`config.mk`:
```
export PLATFORM = sky130hd
export DESIGN_NAME = scc_div
export DESIGN_NICKNAME = d
export VERILOG_FILES = /design/src/rtl/scc_pkg.sv /design/src/rtl/scc_div.sv
export SDC_FILE = /design/constraint.sdc
export NUM_CORES = 1
export LEC_CHECK = 0
export BUFFER_PORTS_ARGS = -buffer_cell sky130_fd_sc_hd__buf_2
export CAP_MARGIN = 10
export CORE_UTILIZATION = 65
export CTS_BUF_LIST = sky130_fd_sc_hd__clkbuf_8
export DETAILED_ROUTE_END_ITERATION = 8
export PLACE_DENSITY = 0.94
export SYNTH_ARGS = -nofsm -noshare
export SYNTH_HDL_FRONTEND = slang
export SYNTH_SLANG_ARGS = --single-unit
```
`constraint.sdc`:
```
create_clock -name clk -period 6.2 [get_ports clk]
set_input_delay 0.62 -clock clk [delete_from_list [all_inputs] [get_ports clk]]
set_output_delay 0.62 -clock clk [all_outputs]
set_load 0.05 [all_outputs]
```
`src/rtl/scc_pkg.sv`:
```
`default_nettype none
package scc_pkg;

  // default table size: grains per side
  localparam int MAX_GRAINS_DEF = 64;
  // fraction bits of the unit normal
  localparam int NORM_BITS = 30;
  // stream widths, whole bytes
  localparam int IN_W = 272;
  localparam int OUT_W = 232;

  typedef enum logic [3:0] {
    ST_CLEAR,
    ST_IDLE,
    ST_SQ,
    ST_CMP,
    ST_SQRT,
    ST_DIV,
    ST_PT,
    ST_RD_AB,
    ST_WR_AB,
    ST_RD_BA,
    ST_WR_BA,
    ST_OUT
  } state_t;

  // saturate a signed value to 32 bits
  function automatic logic signed [31:0] sat32(input logic signed [39:0] v);
    logic signed [31:0] r;
    if (v > 40'sd2147483647) r = 32'sh7fffffff;
    else if (v < -40'sd2147483648) r = 32'sh80000000;
    else r = v[31:0];
    return r;
  endfunction

endpackage
`default_nettype wire

```
`src/rtl/scc_div.sv`:
```
`default_nettype none
module scc_div (
  input  wire logic        clk,
  input  wire logic        rst,
  input  wire logic        start,
  input  wire logic [32:0] dabs,
  input  wire logic [35:0] den,
  output logic             done,
  output logic [30:0]      quot
);
  import scc_pkg::*;

  logic [63:0] num;
  logic [36:0] rmd;
  logic [30:0] low;
  logic [4:0]  cnt;
  logic        run;
  logic [36:0] rs;
  logic        ge;

  // rounded numerator: |d| scaled to the normal format plus half the divisor
  always_comb begin
    num = (64'(dabs) << NORM_BITS) + 64'(den[35:1]);
    rs  = {rmd[35:0], low[30]};
    ge  = rs >= {1'b0, den};
  end

  // restoring division, quotient known to fit 31 bits
  always_ff @(posedge clk) begin
    if (rst) begin
      run  <= 1'b0;
      done <= 1'b0;
    end else begin
      done <= run && (cnt == 5'd0);
      if (start) run <= 1'b1;
      else if (cnt == 5'd0) run <= 1'b0;
    end
    if (start) begin
      rmd  <= {5'b0, num[62:31]};
      low  <= num[30:0];
      quot <= '0;
      cnt  <= 5'd30;
    end else if (run) begin
      rmd  <= ge ? rs - {1'b0, den} : rs;
      quot <= {quot[29:0], ge};
      low  <= {low[29:0], 1'b0};
      cnt  <= cnt - 5'd1;
    end
  end
endmodule
`default_nettype wire

```
* Word-level counts from Yosys, hierarchy flattened
Cells that the tools add are included.
** Word-level totals
- Output and inout bits :: 32
- Register bits :: 105
** Cells by class
- Add/sub/neg operators :: 3
- Reductions and logical operators :: 4
- $lt $le $gt $ge :: 1
- Mux-type cells :: 7
** Operator list (count)
- 32-bit two-way mux :: 2
- 63-bit by 35-bit adder with 63-bit output :: 1
- 31-bit two-way mux :: 2
- 37-bit by 36-bit >= comparator with 1-bit output :: 1
- 36-bit two-way mux :: 1
- 36-bit subtractor :: 1
- 5-bit zero test :: 1
- 5-bit by 1-bit subtractor with 5-bit output, second input constant :: 1
- 2-bit nonzero test :: 2
- 1-bit two-way mux :: 2
- 1-bit logical AND :: 1

* Logic depth before layout (Yosys ltp)
- Depth after elaboration :: 4
- Depth in mapped cells :: 14
- Gate-level depth less buffers :: 12

* Least setup slack after synthesis
Ideal clock, no wire load.
- Path type :: input port to flip-flop
- Start point :: in den[12]
- End point :: reg rmd[12], data pin
- Library setup time :: 273 ps
- Arrival time :: 3383 ps
- Path slack :: 2544 ps
- Cell stages on the path :: 13
- Cell sequence :: inv_1 -> ha_1 -> nand2_1 -> or4_4 -> a311o_1 -> nand3_2 -> o221ai_2 -> a2111oi_4 -> or2_1 -> buf_2 -> buf_4 -> mux2i_1 -> mux2i_1
** On the way
- Cells in the longest elaborated chain, start to end :: 4
- Elaborated cells between the ends (all ways) :: 6
** Ends and longest elaborated chain
- start, declared :: RTL line scc_div.sv:7 : input wire logic [35:0] den,
- 36-bit subtractor or 37-bit by 36-bit >= comparator with 1-bit output (tied branches) :: RTL line scc_div.sv:44, scc_div.sv:25
- 36-bit two-way mux :: RTL line scc_div.sv:44 : rmd <= ge ? rs - {1'b0, den} : rs;
- 32-bit two-way mux :: RTL line scc_div.sv:43 : end else if (run) begin
- 32-bit two-way mux * :: RTL line scc_div.sv:38 : if (start) begin
- end signal, assigned :: RTL line scc_div.sv:39 : rmd <= {5'b0, num[62:31]};
- end signal, assigned :: RTL line scc_div.sv:44
- end, declared :: RTL line scc_div.sv:14 : logic [36:0] rmd;
Mark *: on every way between the ends. The rest lies on a longest branch, timed or not. The select of a mux whose other input is x is not followed.
A chain may end at the register's enable or synchronous reset.

* Final worst setup path
- Start point :: reg rmd[8]
- End point :: reg rmd[1], data pin
** On the way
- Cells in the longest elaborated chain, start to end :: 4
** Ends and longest elaborated chain
- 37-bit by 36-bit >= comparator with 1-bit output :: RTL line scc_div.sv:25 : ge = rs >= {1'b0, den};
- 36-bit two-way mux :: RTL line scc_div.sv:44
- 32-bit two-way mux :: RTL line scc_div.sv:43
- 32-bit two-way mux :: RTL line scc_div.sv:38
No other way between the ends. The select of a mux whose other input is x is not followed.

==> results.toml <==
[clock_tree]
cts.sinks = 105
root_buffer = "clkbuf_8"
postCtsHoldBufs = 0
cts_tree = "done"
insertion_delay_ps = 400
postCtsSetupBuffers = 0
clockBufferDepth = 2
path_clk_slew_ps = 120
cts_resized = 0
h-tree-depth = 3
cts_made_buffers = 9

[sta]
setup_tns_ps = 0
fin_crit_ps = 3841
fin_skew_ps = 13.31
fmax_mhz = 260.4
final_hold_viol_count = 0
maxSlewViolCount = 0
rsz0062_at_grt = "false"
whs_ps = 395.3
setup_viol = 0
tightest_slew_ps = 851.9
fin_crit_sh_pct = 61.95
setup_ws_ps = 2359
max_slew_margin_pct = 43.15

[finish]
area_delta_synth_final_pct = 10.36
nNetsFinal = 1016
final_layout_size_suffix_gt1_share_pct = 18.67
final_area_um2 = 8288
stdcell_count = 1046
final_core_util_pct = 75.14

[logic_synthesis]
ys_seq_area_share_pct = 36.39
synthFlopType = "edfxtp_1"
synth_seq_cells = 105
synth-async-reset-ratio_pct = 0
avgSynthCellArea_um2 = 9.203
yosys.cell_types.count = 66
synthesis.area_um2 = 7510
ys_warn_count = 0
synth_edf_count = 63
synthCells = 816
synth_nets = 932

[global_route]
grt_pass1_vias = 6261
overflow = 0
grt_pass1_wl_um = 29750
grt_usage_pct = 32.24
antenna_found_initial = 0
grt_start_max_net_pins = 70

[routing]
dr.pass1.iters = 5
routedWlPerCell_um = 17.96
drc_errors = 0
routed_via_density = 6.361
vias = 6654
first_iter_violations = 629
wirelength_um = 18790
detail-route-antenna-nets = 0

[setup_path]
r2r-end = "rmd[1]"
crit_fanout = 20
critPathLaunchType = "register"
r2r_setup_slack_ps = 2360
reg2reg_from = "rmd[8]"
cpPeakStageDelay_ps = 530
rr_worst_depth = 11
crit_required_ps = 6350
path_cells = "ha_1 > nand2_2 > or4_4 > a311o_1 > nand3_2 > o221ai_2 > a2111oi_4 > or2_1 > buf_4 > a21oi_1 > mux2_2"
worst-setup-path-type = "register to register"
crit_slowest_cell = "or4_4"
cp.arrival_ps = 3990
endpoint_kind = "register"

[placed_design]
place_ws_ps = 2085
post-place-cells = 1029
hpwlAfterDp_um = 13840
portBuffers = 103
dpl_cell_area_um2 = 8059
gp_congestion = 1.030

[power]
ir_worst_vdd_mv = 0.1953
p_per_area_nw_per_um2 = 267.1
finalPower_mw = 2.213
p_leak_nw = 3.624

[worst_hold_path]
hold_path.startpoint = "rst"
min_path_cells = 2
min_to = "run"
hold_class = "primary input to register"

[die]
start_util_pct = 68.08
dieArea_um2 = 11990
core_um2 = 11030
rows = 38
die_y_um = 109.5
dieWidth_um = 109.5
io_pins = 104

[outcome]
status = "finished clean"

[flow_run]
drv_cap = 0
[synth_stat cells (5+ instances only)]
cell	instances	area (um2)
xnor2_1	36	315.3
mux2i_1	63	630.6
o21bai_1	7	52.55
o211ai_1	6	45.04
ha_1	42	525.5
dfxtp_1	42	840.8
o21a_1	8	60.06
o21ai_0	45	225.2
nor2_1	73	274.0
and2_1	5	31.28
nor2b_1	8	50.05
a21o_1	14	105.1
o31ai_1	6	45.04
edfxtp_1	63	1892
xor2_1	23	201.4
a31oi_1	12	75.07
inv_1	55	206.5
mux2_2	32	360.4
or3_1	5	31.28
nand3_1	15	75.07
nor3_1	12	60.06
nand4_1	12	75.07
a21oi_1	63	315.3
clkbuf_1	20	75.07
nand2_1	62	232.7
nor3b_1	8	60.06
and3_1	17	106.4
[power by group]
part | total [mW] | leakage [nW] | internal [mW] | switching [mW]
Clock | 0.493 | 0.114 | 0.204 | 0.289
Sequential | 0.867 | 0.975 | 0.828 | 0.0384
Combinational | 0.854 | 2.54 | 0.344 | 0.510
[cells by family after synthesis]
group                      synth area share (%)
DFF                                       36.39
adders and majority gates                 7.531
muxes                                     13.20
buffers and inverters                     5.182
and+or+nand+nor                           15.63
AOI/OAI and AO/OA                         15.20
xor gates and xnor gates                  6.881
[worst max path at each step]
stage                     endpoint     from  cells past startpoint
after global routing        rmd[0]   rmd[8]                     11
after global placement      rmd[1]  den[12]                     13
after CTS                   rmd[1]  rmd[11]                     11
after detailed placement    rmd[1]  den[12]                     13
after floorplan            rmd[12]  den[12]                     13
final                       rmd[1]   rmd[8]                     11
[cells in the final DEF (no fill, tap or decap), drive strengths merged, types with 5 or more instances in the layout]
| master | n |
|---|---|
| nor2b | 8 |
| and2 | 5 |
| nand4 | 12 |
| mux2i | 63 |
| xnor2 | 36 |
| nor3 | 12 |
| buf | 108 |
| edfxtp | 63 |
| o21a | 8 |
| o21bai | 7 |
| a21oi | 63 |
| o211ai | 6 |
| nor3b | 8 |
| a31oi | 12 |
| nor2 | 74 |
| o31ai | 6 |
| or3 | 5 |
| and3 | 17 |
| a21o | 14 |
| inv | 59 |
| clkbuf | 9 |
| xor2 | 23 |
| o21ai | 45 |
| dfxtp | 42 |
| ha | 42 |
| nand3 | 16 |
| nand2 | 63 |
| mux2 | 32 |
[critical path, delay by kind of cell, from the launching register on]
family / cells / cell delay (ps)
buffers and inverters: 1 / 340
adders and majority gates: 1 / 430
and+or+nand+nor: 4 / 980
DFF: 1 / 440
muxes: 1 / 270
AOI/OAI and AO/OA: 4 / 1130
[area by class of cell]
type | count | area (um2)
well taps | 140 | 175.2
diodes | 1 | 2.502
fillers | 810 | 2743
inverters | 55 | 206.4
clock buffers | 9 | 123.9
repair buffers | 108 | 555.5
flip-flops and latches | 105 | 2734
clock inverters | 7 | 102.6
multi-input cells | 621 | 4388
[registers in the layout, indices dropped and copies added (netlist names)]
signal and count:
rmd 36, low 31, quot 31, cnt 5
done 1, run 1
[routing by layer]
layer	GRT usage, %	share of wire [%]	up-vias
met2	51.93	46	362
met4	12.48	2.5	0
li1	-	-	3100
met1	42.88	43	3138
met3	6.106	8.3	54
met5	0	0	-
No activity file was read; power rests on OpenSTA's default activity.
