**src/rtl/scc_isqrt.sv**
```systemverilog
`default_nettype none
module scc_isqrt (
  input  wire logic        clk,
  input  wire logic        rst,
  input  wire logic        start,
  input  wire logic [66:0] value,
  output logic             done,
  output logic [35:0]      root
);
  logic [71:0] vsh;
  logic [39:0] rem;
  logic [5:0]  cnt;
  logic        run;
  logic [39:0] rem_sh;
  logic [39:0] trial;
  logic        ge;

  // one result bit per cycle, two radicand bits shifted in
  always_comb begin
    rem_sh = {rem[37:0], vsh[71:70]};
    trial  = {2'b00, root, 2'b01};
    ge     = rem_sh >= trial;
  end

  always_ff @(posedge clk) begin
    if (rst) begin
      run  <= 1'b0;
      done <= 1'b0;
    end else begin
      done <= run && (cnt == 6'd0);
      if (start) run <= 1'b1;
      else if (cnt == 6'd0) run <= 1'b0;
    end
    if (start) begin
      vsh  <= {5'b0, value};
      rem  <= '0;
      root <= '0;
      cnt  <= 6'd35;
    end else if (run) begin
      rem  <= ge ? rem_sh - trial : rem_sh;
      root <= {root[34:0], ge};
      vsh  <= {vsh[69:0], 2'b00};
      cnt  <= cnt - 6'd1;
    end
  end
endmodule
`default_nettype wire

```
**config.mk**
```make
export PLATFORM = sky130hd
export DESIGN_NAME = scc_isqrt
export DESIGN_NICKNAME = d
export VERILOG_FILES = /design/src/rtl/scc_isqrt.sv
export SDC_FILE = /design/constraint.sdc
export NUM_CORES = 1
export LEC_CHECK = 0
export BUFFER_PORTS_ARGS = -buffer_cell sky130_fd_sc_hd__clkbuf_2
export CORE_MARGIN = 4
export CORE_UTILIZATION = 59
export CTS_CLUSTER_SIZE = 24
export DETAILED_ROUTE_END_ITERATION = 10
export GPL_TIMING_DRIVEN = 0
export HOLD_SLACK_MARGIN = 0.03
export PLACE_DENSITY = 0.79
export SYNTH_ARGS = -nofsm -noshare
export SYNTH_HDL_FRONTEND = slang
export SYNTH_SLANG_ARGS = --single-unit
```
**constraint.sdc**
```tcl
create_clock -name clk -period 4.1 [get_ports clk]
set_clock_uncertainty 0.05 [all_clocks]
set_input_delay 0.205 -clock clk [delete_from_list [all_inputs] [get_ports clk]]
set_output_delay 0.205 -clock clk [all_outputs]
set_load 0.02 [all_outputs]
```
Yosys cells after proc, flatten, opt, wreduce, memory -nomap -nowiden
Cells that the tools add are included.
- input port bits: 70
- memories: 0
- flip-flop bits (word level): 154
- output and inout port bits: 37
- bits in writable memories: 0
- ROM bits: 0
- bits in latches: 0
- reduce and logical (&&, ||, !) cells: 4
- muxes and demuxes: 5
- equality and inequality tests: 0
- add/subtract/negate cells: 2
- multipliers: 0
- shifts and indexed selects: 0
- div/mod/pow operators: 0
- $lt $le $gt $ge: 1
- bitwise operators: 0
- operator list (operator ; number):
    67-bit two-way mux ; 2
    40-bit by 38-bit >= comparator with 1-bit output ; 1
    38-bit two-way mux ; 1
    38-bit subtractor ; 1
    6-bit zero test ; 1
    6-bit by 1-bit subtractor with 6-bit output (second input constant) ; 1
    2-bit nonzero test ; 2
    1-bit two-way mux ; 2
    1-bit logical AND ; 1

Depth between registers and ports, before layout
Gate-level depths: netlist of run 1.
- depth in word-level cells: 3
- depth in mapped cells: 13
- depth with buffers taken out: 10

Worst setup path before layout of run 1
No wires, ideal clock.
- path type: register to register
- start: register root[8]
- end: register rem[6]
- setup slack: 1.128 ns
- clock period less this slack: 2.972 ns
- arrival time: 2.831 ns
- library setup time: 0.091 ns
- required time: 3.959 ns
- stages on the path, launching flop included: 13
- buffers on the path: 2
- cell sequence: dfxtp_1 -> inv_1 -> ha_1 -> buf_4 -> and4_1 -> and3_1 -> a21boi_4 -> a2bb2oi_4 -> a41oi_4 -> o21a_1 -> buf_2 -> or3_1 -> a311oi_1
- cells in the longest elaborated chain, start to end: 2
- RTL lines (item ; line ; RTL):
    start: declaration ; 8 ; output logic [35:0] root
    start signal: assignment ; 41 ; root <= {root[34:0], ge};
    40-bit by 38-bit >= comparator with 1-bit output ; 22 ; ge = rem_sh >= trial;
    38-bit two-way mux ; 40 ; rem <= ge ? rem_sh - trial : rem_sh;
    end signal: assignment ; 40 ;
    end: declaration ; 11 ; logic [39:0] rem;
No other way between the ends.
A chain may end at the register's enable or synchronous reset.

Final worst setup path of run 1
- start: register root[1]
- end: register rem[35]
- cells in the longest elaborated chain, start to end: 2
- elaborated cells between the ends (all ways): 3
- those cells by class: add/sub: 1; order compare: 1; mux: 1
- RTL lines (item ; line):
    38-bit subtractor or 40-bit by 38-bit >= comparator with 1-bit output (tied branches) ; 40, 22
    38-bit two-way mux * ; 40
Mark *: on every way between the ends. The rest lies on a longest branch, timed or not.

==> out/metrics.cfg, run 1 <==
[run_status]
outcome = finished, final reports clean

[yosys]
synth_simple_gate_area_share_pct = 13.5
synth-edff-count = 67
synth_top_family_by_area = compound AO/OA/AOI/OAI gates
synth-compound-area-share_pct = 15.2
ys_ff_latch = 154
synth_fa_ha_area_share_pct = 5.85
yosys.area_share.xor_xnor_pct = 3.07
yosys.cell_types.count = 62
seq_area_frac_synth_pct = 43.9
muxShareOfSynthArea_pct = 13.8
async_flop_share_pct = 0
avgSynthCellArea_um2 = 9.71
yosys_most_used_dff = dfxtp_1
synth_area_mm2 = 0.00855
ys_warn_count = 0
syn_inst = 881
mappedNetlistNets = 991

[global_route]
grt_overflow_total = 0
grt_max_degree = 41
antenna_found_initial = 0
grt_pass1_vias = 7450
grt_usage_pct = 29.0
grt_pass1_wl_mm = 37.6

[routing]
finalWirelength_mm = 23.6
wire_per_inst_um = 18.7
first_iter_violations = 622
detail_route.vias_per_cell = 5.96
first_pass_iters = 6
routed-via-count = 7529
route.detailed.drc = 0
ant_nets = 0

[critical_path]
timing.rr.start = root[1]
reg2reg_slack_ns = 0.26
crit_path_end = rem[35]
critPathKind = register to register
crit_path_start_kind = register
cp.required_ns = 4.36
crit_path_end_kind = register
crit_start = root[1]
r2r-end = rem[35]
rr_worst_depth = 10
worstPathArrival_ns = 4.10
crit_fanout = 4

[power]
seqPwrFrac_pct = 26.7
ir_drop_mv = 0.556
swShare_pct = 43.1
p_comb_share_pct = 51.6
leakagePower_nw = 4.31
power_mw = 7.43
power.density_mw_per_mm2 = 706
clkPwrFrac_pct = 21.8
power_switching_mw = 3.21
internal-power_mw = 4.23

[flow_run]
drv_cap = 0

[timing]
setup-violations-final = 0
rsz0062_at_grt = no
timing.final.crit_share_pct = 93.8
hold_violations = 0
slew_viol_final = 0
clock.fmax_ghz = 0.260
setup_slack_ns = 0.256
tns_ns = 0
worst_slew_pin_slew_ns = 0.835
hold_slack_ns = 0.0343
period_needed_ns = 3.84
slew_headroom_pct = 44.3

[cts]
cts.reportedPaths.clkPinSlew_ns = 0.07
cts_setup_buffers = 0
cts_num_sinks = 154
cts_buffers = 17
ctsLongestPathBuffers = 2
cts_resized = 0
hold_buffers = 56
insertion_delay_ns = 0.44
tritoncts = done
htreeDepth = 4
root_buffer = clkbuf_16

[cells_and_area]
layout.nets = 1177
layout_common_cells = clkbuf_2 (106), nor2_1 (102), dfxtp_1 (87), nand2_1 (80), edfxtp_1 (67)
final_area_mm2 = 0.0105
area_delta_synth_final_pct = 23.1
final_cells = 1263
mostFrequentLayoutCell = clkbuf_2
layout-drive-gt1-share_pct = 20.5
fin_util_pct = 75.0

[floorplanning]
initial_core_util_pct = 60.9
fp-row-count = 43
die_w_um = 128
die_h_um = 128
core-area_mm2 = 0.0140
dieArea_mm2 = 0.0165
io_pins = 107

[place]
routabilityCongestion = 0.906
dp_slack_ns = 0.501
placed_area_mm2 = 0.00933
hpwl_mm = 15.0
port_buffers = 106
dp.cells = 1168

[worst_hold_path]
hp-class = input port to register

==> Yosys cell counts, drive strengths merged (2+ instances only) <==
cell type  count  area [um2]
nor2b          9        56.3
a311oi        26         234
buf           13        63.8
a21o           9        67.6
mux2i         45         450
o21ai         38         190
or3            9        56.3
ha            40         500
xor2           8        70.1
a41oi          2        36.3
a21oi         45         225
or4            3        22.5
xnor2         22         193
a211oi         4        30.0
o2111ai        3        26.3
and3           3        18.8
o211ai         3        22.5
clkbuf        37         139
a21boi         2        26.3
nand4         10        62.6
nand2b         6        37.5
nor2         102         383
nor4b          2        17.5
and2           2        12.5
and4           2        17.5
mux2          65         732
o21bai         8        60.1
nand2         80         300
a32oi          4        35.0
inv           54         203
a2111oi        4        41.3
o21a           6        45.0
o2111a         2        22.5
a31o           2        17.5
a31oi          6        37.5
dfxtp         87        1740
o31ai          4        30.0
edfxtp        67        2010
nor3          19        95.1
a221oi         4        35.0
nand3         10        50.1
==> worst min-delay path by stage <==
stage | from | to | cells past startpoint | slack, ns
after floorplan | rst | run | 1 | 0.23
after global routing | value[49] | vsh[49] | 2 | 0.03
after CTS | value[12] | vsh[12] | 2 | 0.03
final | value[49] | vsh[49] | 2 | 0.03
after global placement | rst | run | 2 | 0.33
after detailed placement | rst | done | 2 | 0.34
==> power by group through the flow <==
stage	clock [mW]	sequential [mW]	combinational, mW
floorplan	0	1.95	2.81
global placement	0	2.00	3.59
detailed placement	0	2.00	3.65
CTS	1.61	1.97	3.73
global route	1.69	2.00	4.21
finish	1.62	1.98	3.83
==> metal layers <==
metal | vias to the layer above | track usage [%] | wire length, um
met4 | 0 | 10.9 | 626
met2 | 284 | 49.9 | 11900
met3 | 58 | 7.31 | 1580
li1 | 3570 | - | -
met1 | 3617 | 35.0 | 9470
met5 | - | 0 | 0
==> worst max-delay path, stage by stage (launching register included) <==
cell       delay, ns
dfxtp_1         0.39
inv_1           0.06
ha_1            0.34
o21ai_0         0.23
a221oi_1        0.20
a2111oi_0       0.75
o41ai_1         0.32
a221oi_1        0.75
o21ai_0         0.26
xnor2_1         0.23
o22ai_1         0.11
==> cell type report <==
class,instances,area (um2)
clock buffer,19,433
timing repair buffer,167,1150
buffer,50,203
multi-input combinational,623,4390
sequential,154,3750
antenna,3,7.51
fill,954,3510
clock inverter,13,159
tap,180,225
inverter,54,203
==> sequential cells by signal (all words and copies together), names as in the netlist <==
signal and count:
rem 38, cnt 6, run 1, done 1, vsh 72, root 36
==> kinds of logic (layout without fill, tap and decap cells) <==
kind of cell,count (synthesis),in the layout
and+or+nand+nor,260,260
buffers and inverters,104,303
other,0,3
DFF,154,154
adders and majority gates,40,40
AOI/OAI and AO/OA,183,183
muxes,110,110
xor gates and xnor gates,30,30
(Power assumes the default switching activity.)
==> run 2: changes to the inputs <==
==> constraint.sdc (replaced) <==
create_clock -name clk -period 4.1 [get_ports clk]
set_clock_uncertainty 0.05 [all_clocks]
set_input_delay 0.41 -clock clk [delete_from_list [all_inputs] [get_ports clk]]
set_output_delay 0.41 -clock clk [all_outputs]
set_load 0.005 [all_outputs]
==> run 2 against run 1 <==
Clock-buffer cell count unchanged. Critical path depth unchanged. Fmax decreased by 1.3%. Via count decreased by 5.9%. Utilization decreased by 4.3 points. Power decreased by 1.4%. Die area unchanged. Largest power group unchanged. Sequential share of layout area increased by 2.2 points. Critical endpoint unchanged.
==> out/metrics.cfg, run 2 (synthesis gave the netlist of run 1 again) <==
[cts]
cts.reportedPaths.clkPinSlew_ns = 0.06  ; about the same
insertion_delay_ns = 0.44  ; about the same
cts_setup_buffers = 0  ; unchanged
cts_buffers = 17  ; unchanged
htreeDepth = 4  ; unchanged
root_buffer = clkbuf_16
hold_buffers = 0  ; -100%
cts_resized = 0  ; unchanged
cts_num_sinks = 154  ; unchanged
tritoncts = done
ctsLongestPathBuffers = 2  ; unchanged

[routing]
routed-via-count = 7087  ; -5.9%
first_iter_violations = 598  ; -3.9%
detail_route.vias_per_cell = 5.91  ; -0.93%
finalWirelength_mm = 20.7  ; -12%
route.detailed.drc = 0  ; unchanged
first_pass_iters = 5  ; -1
ant_nets = 0  ; unchanged
wire_per_inst_um = 17.3  ; -7.6%

[critical_path]
critPathKind = register to register
crit_fanout = 4  ; unchanged
worstPathArrival_ns = 4.15  ; +0.05 ns
crit_path_start_kind = register
cp.required_ns = 4.35  ; about the same
crit_path_end_kind = register

[cells_and_area]
largest_reg_flops = 72  ; unchanged
n_antenna_cell = 0  ; -3
layout.nets = 1117  ; -5.1%
mostFrequentLayoutCell = clkbuf_2
layout-drive-gt1-share_pct = 21.7  ; +1.2 points
layout_common_cells = clkbuf_2 (106), nor2_1 (102), dfxtp_1 (87), nand2_1 (80), edfxtp_1 (67)
multi_input_area_mm2 = 0.00439  ; unchanged
top_register = vsh
final_cells = 1200  ; -5.0%
reg.largest.list = vsh (72), rem (38), root (36)
area_delta_synth_final_pct = 16.0
nFillCells = 1069  ; +12%
seqCellArea_mm2 = 0.00375  ; unchanged

[floorplanning]
die_w_um = 128  ; unchanged
dieArea_mm2 = 0.0165  ; unchanged
io_pins = 107  ; unchanged
fp-row-count = 43  ; unchanged
core-area_mm2 = 0.0140  ; unchanged
die_h_um = 128  ; unchanged
initial_core_util_pct = 60.9  ; unchanged

[timing]
worst_slew_pin_slew_ns = 0.859  ; +0.0235 ns
slew_headroom_pct = 42.8  ; -1.6 points
clock.fmax_ghz = 0.257  ; -1.3%
hold_violations = 0  ; unchanged
tns_ns = 0  ; unchanged
hold_slack_ns = 0.100  ; +0.0658 ns
setup-violations-final = 0  ; unchanged
slew_viol_final = 0  ; unchanged
timing.final.crit_share_pct = 95.0  ; +1.3 points
rsz0062_at_grt = no
period_needed_ns = 3.90  ; +0.0522 ns

[worst_hold_path]
hp-class = input port to register

[global_route]
grt_pass1_wl_mm = 33.9  ; -9.8%
grt_max_degree = 41  ; unchanged
grt_usage_pct = 25.8  ; -3.2 points
grt_overflow_total = 0  ; unchanged
grt_pass1_vias = 6976  ; -6.4%
antenna_found_initial = 1  ; +1

[place]
dp.cells = 1168  ; unchanged
routabilityCongestion = 0.906  ; unchanged
hpwl_mm = 15.0  ; unchanged
port_buffers = 106  ; unchanged

[power]
p_comb_share_pct = 51.2  ; -0.4 points
seqPwrFrac_pct = 27.0  ; +0.3 points
ir_drop_mv = 0.548  ; -1.4%
power_mw = 7.33  ; -1.4%
power.density_mw_per_mm2 = 739  ; +4.6%
clkPwrFrac_pct = 21.8  ; about the same
leakagePower_nw = 4.06  ; -5.8%
power_switching_mw = 3.14  ; -2.1%
swShare_pct = 42.8  ; -0.30 points
internal-power_mw = 4.19  ; -0.91%

[run_status]
outcome = finished, final reports clean

[flow_run]
drv_cap = 0  ; unchanged

run 2: cell types whose count changed in the layout (fill, tap and decap cells not counted), sizes merged:
cell,before,now
dlygate4sd3,60,0
diode,3,0
run 2: metal layers:
metal	GRT usage, %	wire length, um	vias up	share of wire [%]
met5	0	13	-	0.063
met4	9.43	511	2	2.5
met3	7.85	1700	58	8.2
met2	41.8	9680	267	47
met1	32.7	8800	3314	42
li1	-	-	3446	-
run 2: final timing paths:
kind / to / start / depth (start not counted) / slack (ns)
worst max-delay path: rem[35] / root[1] / 10 / 0.20
worst min-delay path: done / rst / 2 / 0.10
worst max register to register: rem[35] / root[1] / 10 / 0.20
worst min register to register: rem[0] / rem[0] / 2 / 0.44
run 2: power groups by stage:
stage                     Clock [mW]  Combinational (mW)  Sequential, mW
after floorplan                    0                2.81            1.94
after global placement             0                3.59            2.00
after detailed placement           0                3.65            2.00
after CTS                       1.61                3.69            1.97
after global routing            1.68                4.14            2.00
final                           1.60                3.75            1.98
run 2: critical path, cell delays in order, from the launching register on:
cell and delay [ns]:
dfxtp_1 0.39, inv_1 0.06, ha_1 0.35, o21ai_0 0.23, a221oi_1 0.19, a2111oi_0 0.78, o41ai_1 0.32, a221oi_1 0.77
o21ai_0 0.27, xnor2_1 0.24, o22ai_1 0.12
run 2: per-stage QoR:
| step | area, um2 | utilization (%) | setup WS, ns |
|---|---|---|---|
| after floorplan | 8550 | - | 1.25 |
| final | 9920 | 70.6 | 0.204 |
| after global placement | 9310 | 66.3 | 0.458 |
| after global routing | 9920 | 70.6 | 0.0478 |
| after detailed placement | 9330 | 66.4 | 0.501 |
| after CTS | 9920 | 70.6 | 0.409 |
run 2: final cells by class:
class | count | share of cell area (%)
Clock inverter | 13 | 1.60
Tap cell | 180 | 2.27
Timing Repair Buffer | 107 | 5.55
Sequential cell | 154 | 37.8
Inverter | 54 | 2.04
Multi-Input combinational cell | 623 | 44.3
Clock buffer | 19 | 4.36
Buffer | 50 | 2.04
==> run 3: changes to the inputs <==
--- a/config.mk
+++ b/config.mk
@@ -8,6 +8,7 @@
 export BUFFER_PORTS_ARGS = -buffer_cell sky130_fd_sc_hd__clkbuf_2
 export CORE_MARGIN = 4
 export CORE_UTILIZATION = 59
+export CTS_BUF_LIST = sky130_fd_sc_hd__clkbuf_8
 export CTS_CLUSTER_SIZE = 24
 export DETAILED_ROUTE_END_ITERATION = 10
 export GPL_TIMING_DRIVEN = 0
==> run 3 against run 2 <==
Die area did not move. Largest power group unchanged. Sequential share of layout area rose by 0.73 points. Register-to-register slack improved by 0.03 ns. Power fell by 5.7%. Critical endpoint unchanged. Critical path depth did not move.
==> out/metrics.cfg, run 3 (synthesis gave the netlist of run 1 again) <==
[routing]
route.detailed.drc = 0  ; unchanged
detail_route.vias_per_cell = 5.92  ; +0.17%
wl_met2_mm = 9.69  ; +0.11%
top_layer_used = met4
finalWirelength_mm = 20.5  ; -1.2%
first_iter_violations = 572  ; -4.3%
m1WireLength_mm = 8.92  ; +1.3%
first_pass_iters = 5  ; unchanged
dr_wl_met3_mm = 1.53  ; -10%
ant_nets = 0  ; unchanged
wire_per_inst_um = 17.0  ; -1.3%
routed-via-count = 7105  ; +0.25%

[cts]
insertion_delay_ns = 0.46  ; +0.02 ns
hold_buffers = 0  ; unchanged
htreeDepth = 4  ; unchanged
cts_buffers = 17  ; unchanged
cts_num_sinks = 154  ; unchanged
tritoncts = done
ctsLongestPathBuffers = 2  ; unchanged
root_buffer = clkbuf_8
cts_setup_buffers = 0  ; unchanged
cts_resized = 0  ; unchanged
cts.reportedPaths.clkPinSlew_ns = 0.09  ; +0.03 ns

[critical_path]
crit_path_end = rem[35]
crit_start = root[1]
crit_path_start_kind = register
r2r-end = rem[35]
rr_worst_depth = 10  ; unchanged
timing.rr.start = root[1]
reg2reg_slack_ns = 0.24  ; +0.03 ns
crit_fanout = 4  ; unchanged
worstPathArrival_ns = 4.14  ; about the same
critPathKind = register to register
crit_path_end_kind = register
cp.required_ns = 4.38  ; +0.03 ns

[timing]
setup_slack_ns = 0.238  ; +0.0348 ns
period_needed_ns = 3.86  ; -0.0348 ns
setup-violations-final = 0  ; unchanged
clock.fmax_ghz = 0.259  ; +0.90%
timing.final.crit_share_pct = 94.2  ; -0.85 points
hold_slack_ns = 0.0795  ; -0.0206 ns
worst_slew_pin_slew_ns = 0.835  ; -0.0232 ns
hold_violations = 0  ; unchanged
tns_ns = 0  ; unchanged
rsz0062_at_grt = no
slew_viol_final = 0  ; unchanged
slew_headroom_pct = 44.3  ; +1.5 points

[power]
leakagePower_nw = 3.98  ; -1.9%
ir_drop_mv = 0.560  ; +2.2%
power.density_mw_per_mm2 = 710  ; -3.9%
power_mw = 6.91  ; -5.7%

[floorplanning]
die_w_um = 128  ; unchanged
dieArea_mm2 = 0.0165  ; unchanged
core-area_mm2 = 0.0140  ; unchanged
initial_core_util_pct = 60.9  ; unchanged
die_h_um = 128  ; unchanged
io_pins = 107  ; unchanged
fp-row-count = 43  ; unchanged

[place]
port_buffers = 106  ; unchanged
routabilityCongestion = 0.906  ; unchanged
dp_slack_ns = 0.501  ; unchanged
hpwl_mm = 15.0  ; unchanged

[cells_and_area]
nFillCells = 1107  ; +3.6%
layout_common_cells = clkbuf_2 (106), nor2_1 (102), dfxtp_1 (87), nand2_1 (80), edfxtp_1 (67)
largest_reg_flops = 72  ; unchanged
layout-drive-gt1-share_pct = 21.7  ; unchanged
mostFrequentLayoutCell = clkbuf_2
fin_util_pct = 69.3  ; -1.3 points
area_delta_synth_final_pct = 13.8
multi_input_area_mm2 = 0.00439  ; unchanged
top_register = vsh
layout.nets = 1117  ; unchanged
reg.largest.list = vsh (72), rem (38), root (36)
seqCellArea_mm2 = 0.00375  ; unchanged

[global_route]
grt_max_degree = 41  ; unchanged
grt_overflow_total = 0  ; unchanged
grt_pass1_vias = 6965  ; -0.16%
antenna_found_initial = 0  ; -1
grt_usage_pct = 25.3  ; -0.49 points
grt_pass1_wl_mm = 33.5  ; -1.2%

[worst_hold_path]
hp-class = input port to register

[flow_run]
drv_cap = 0  ; unchanged

[run_status]
outcome = finished, final reports clean

run 3: metal layers:
metal  track usage (%)  vias up
met3              7.06       28
met1              32.5     3384
met2              41.6      245
met4              7.99        0
met5                 0        -
li1                  -     3448
run 3: worst max-delay path, stage by stage (launching register included):
cell       delay [ns]
dfxtp_1          0.40
inv_1            0.06
ha_1             0.35
o21ai_0          0.24
a221oi_1         0.19
a2111oi_0        0.78
o41ai_1          0.32
a221oi_1         0.75
o21ai_0          0.25
xnor2_1          0.24
o22ai_1          0.12
run 3: final cells by class:
cell class              instances  share of cell area, %
diodes                          1                 0.0257
repair buffers                107                   5.66
clock buffers                  17                   2.40
multi-input cells             623                   45.2
flip-flops and latches        154                   38.6
inverters                      54                   2.08
clock inverters                15                   1.71
well taps                     180                   2.31
plain buffers                  50                   2.08
run 3: worst min path at each step:
stage	to	slack (ns)	cells past startpoint	from
floorplan	rem[36]	0.39	2	rem[36]
global placement	vsh[68]	0.41	2	vsh[66]
detailed placement	vsh[71]	0.44	2	vsh[69]
CTS	done	0.05	2	rst
global route	run	0.07	2	rst
finish	done	0.08	2	rst
run 3: stage by stage:
step                      area, um2  std cells
after CTS                      9730       1200
after global routing           9730       1200
after global placement         9310       1167
after floorplan                8550        881
final                          9730       1201
after detailed placement       9330       1168
run 3: power by group:
group	switching [mW]	total [mW]	internal [mW]
clock	0.624	1.18	0.554
combinational	2.30	3.76	1.45
sequential	0.154	1.98	1.82
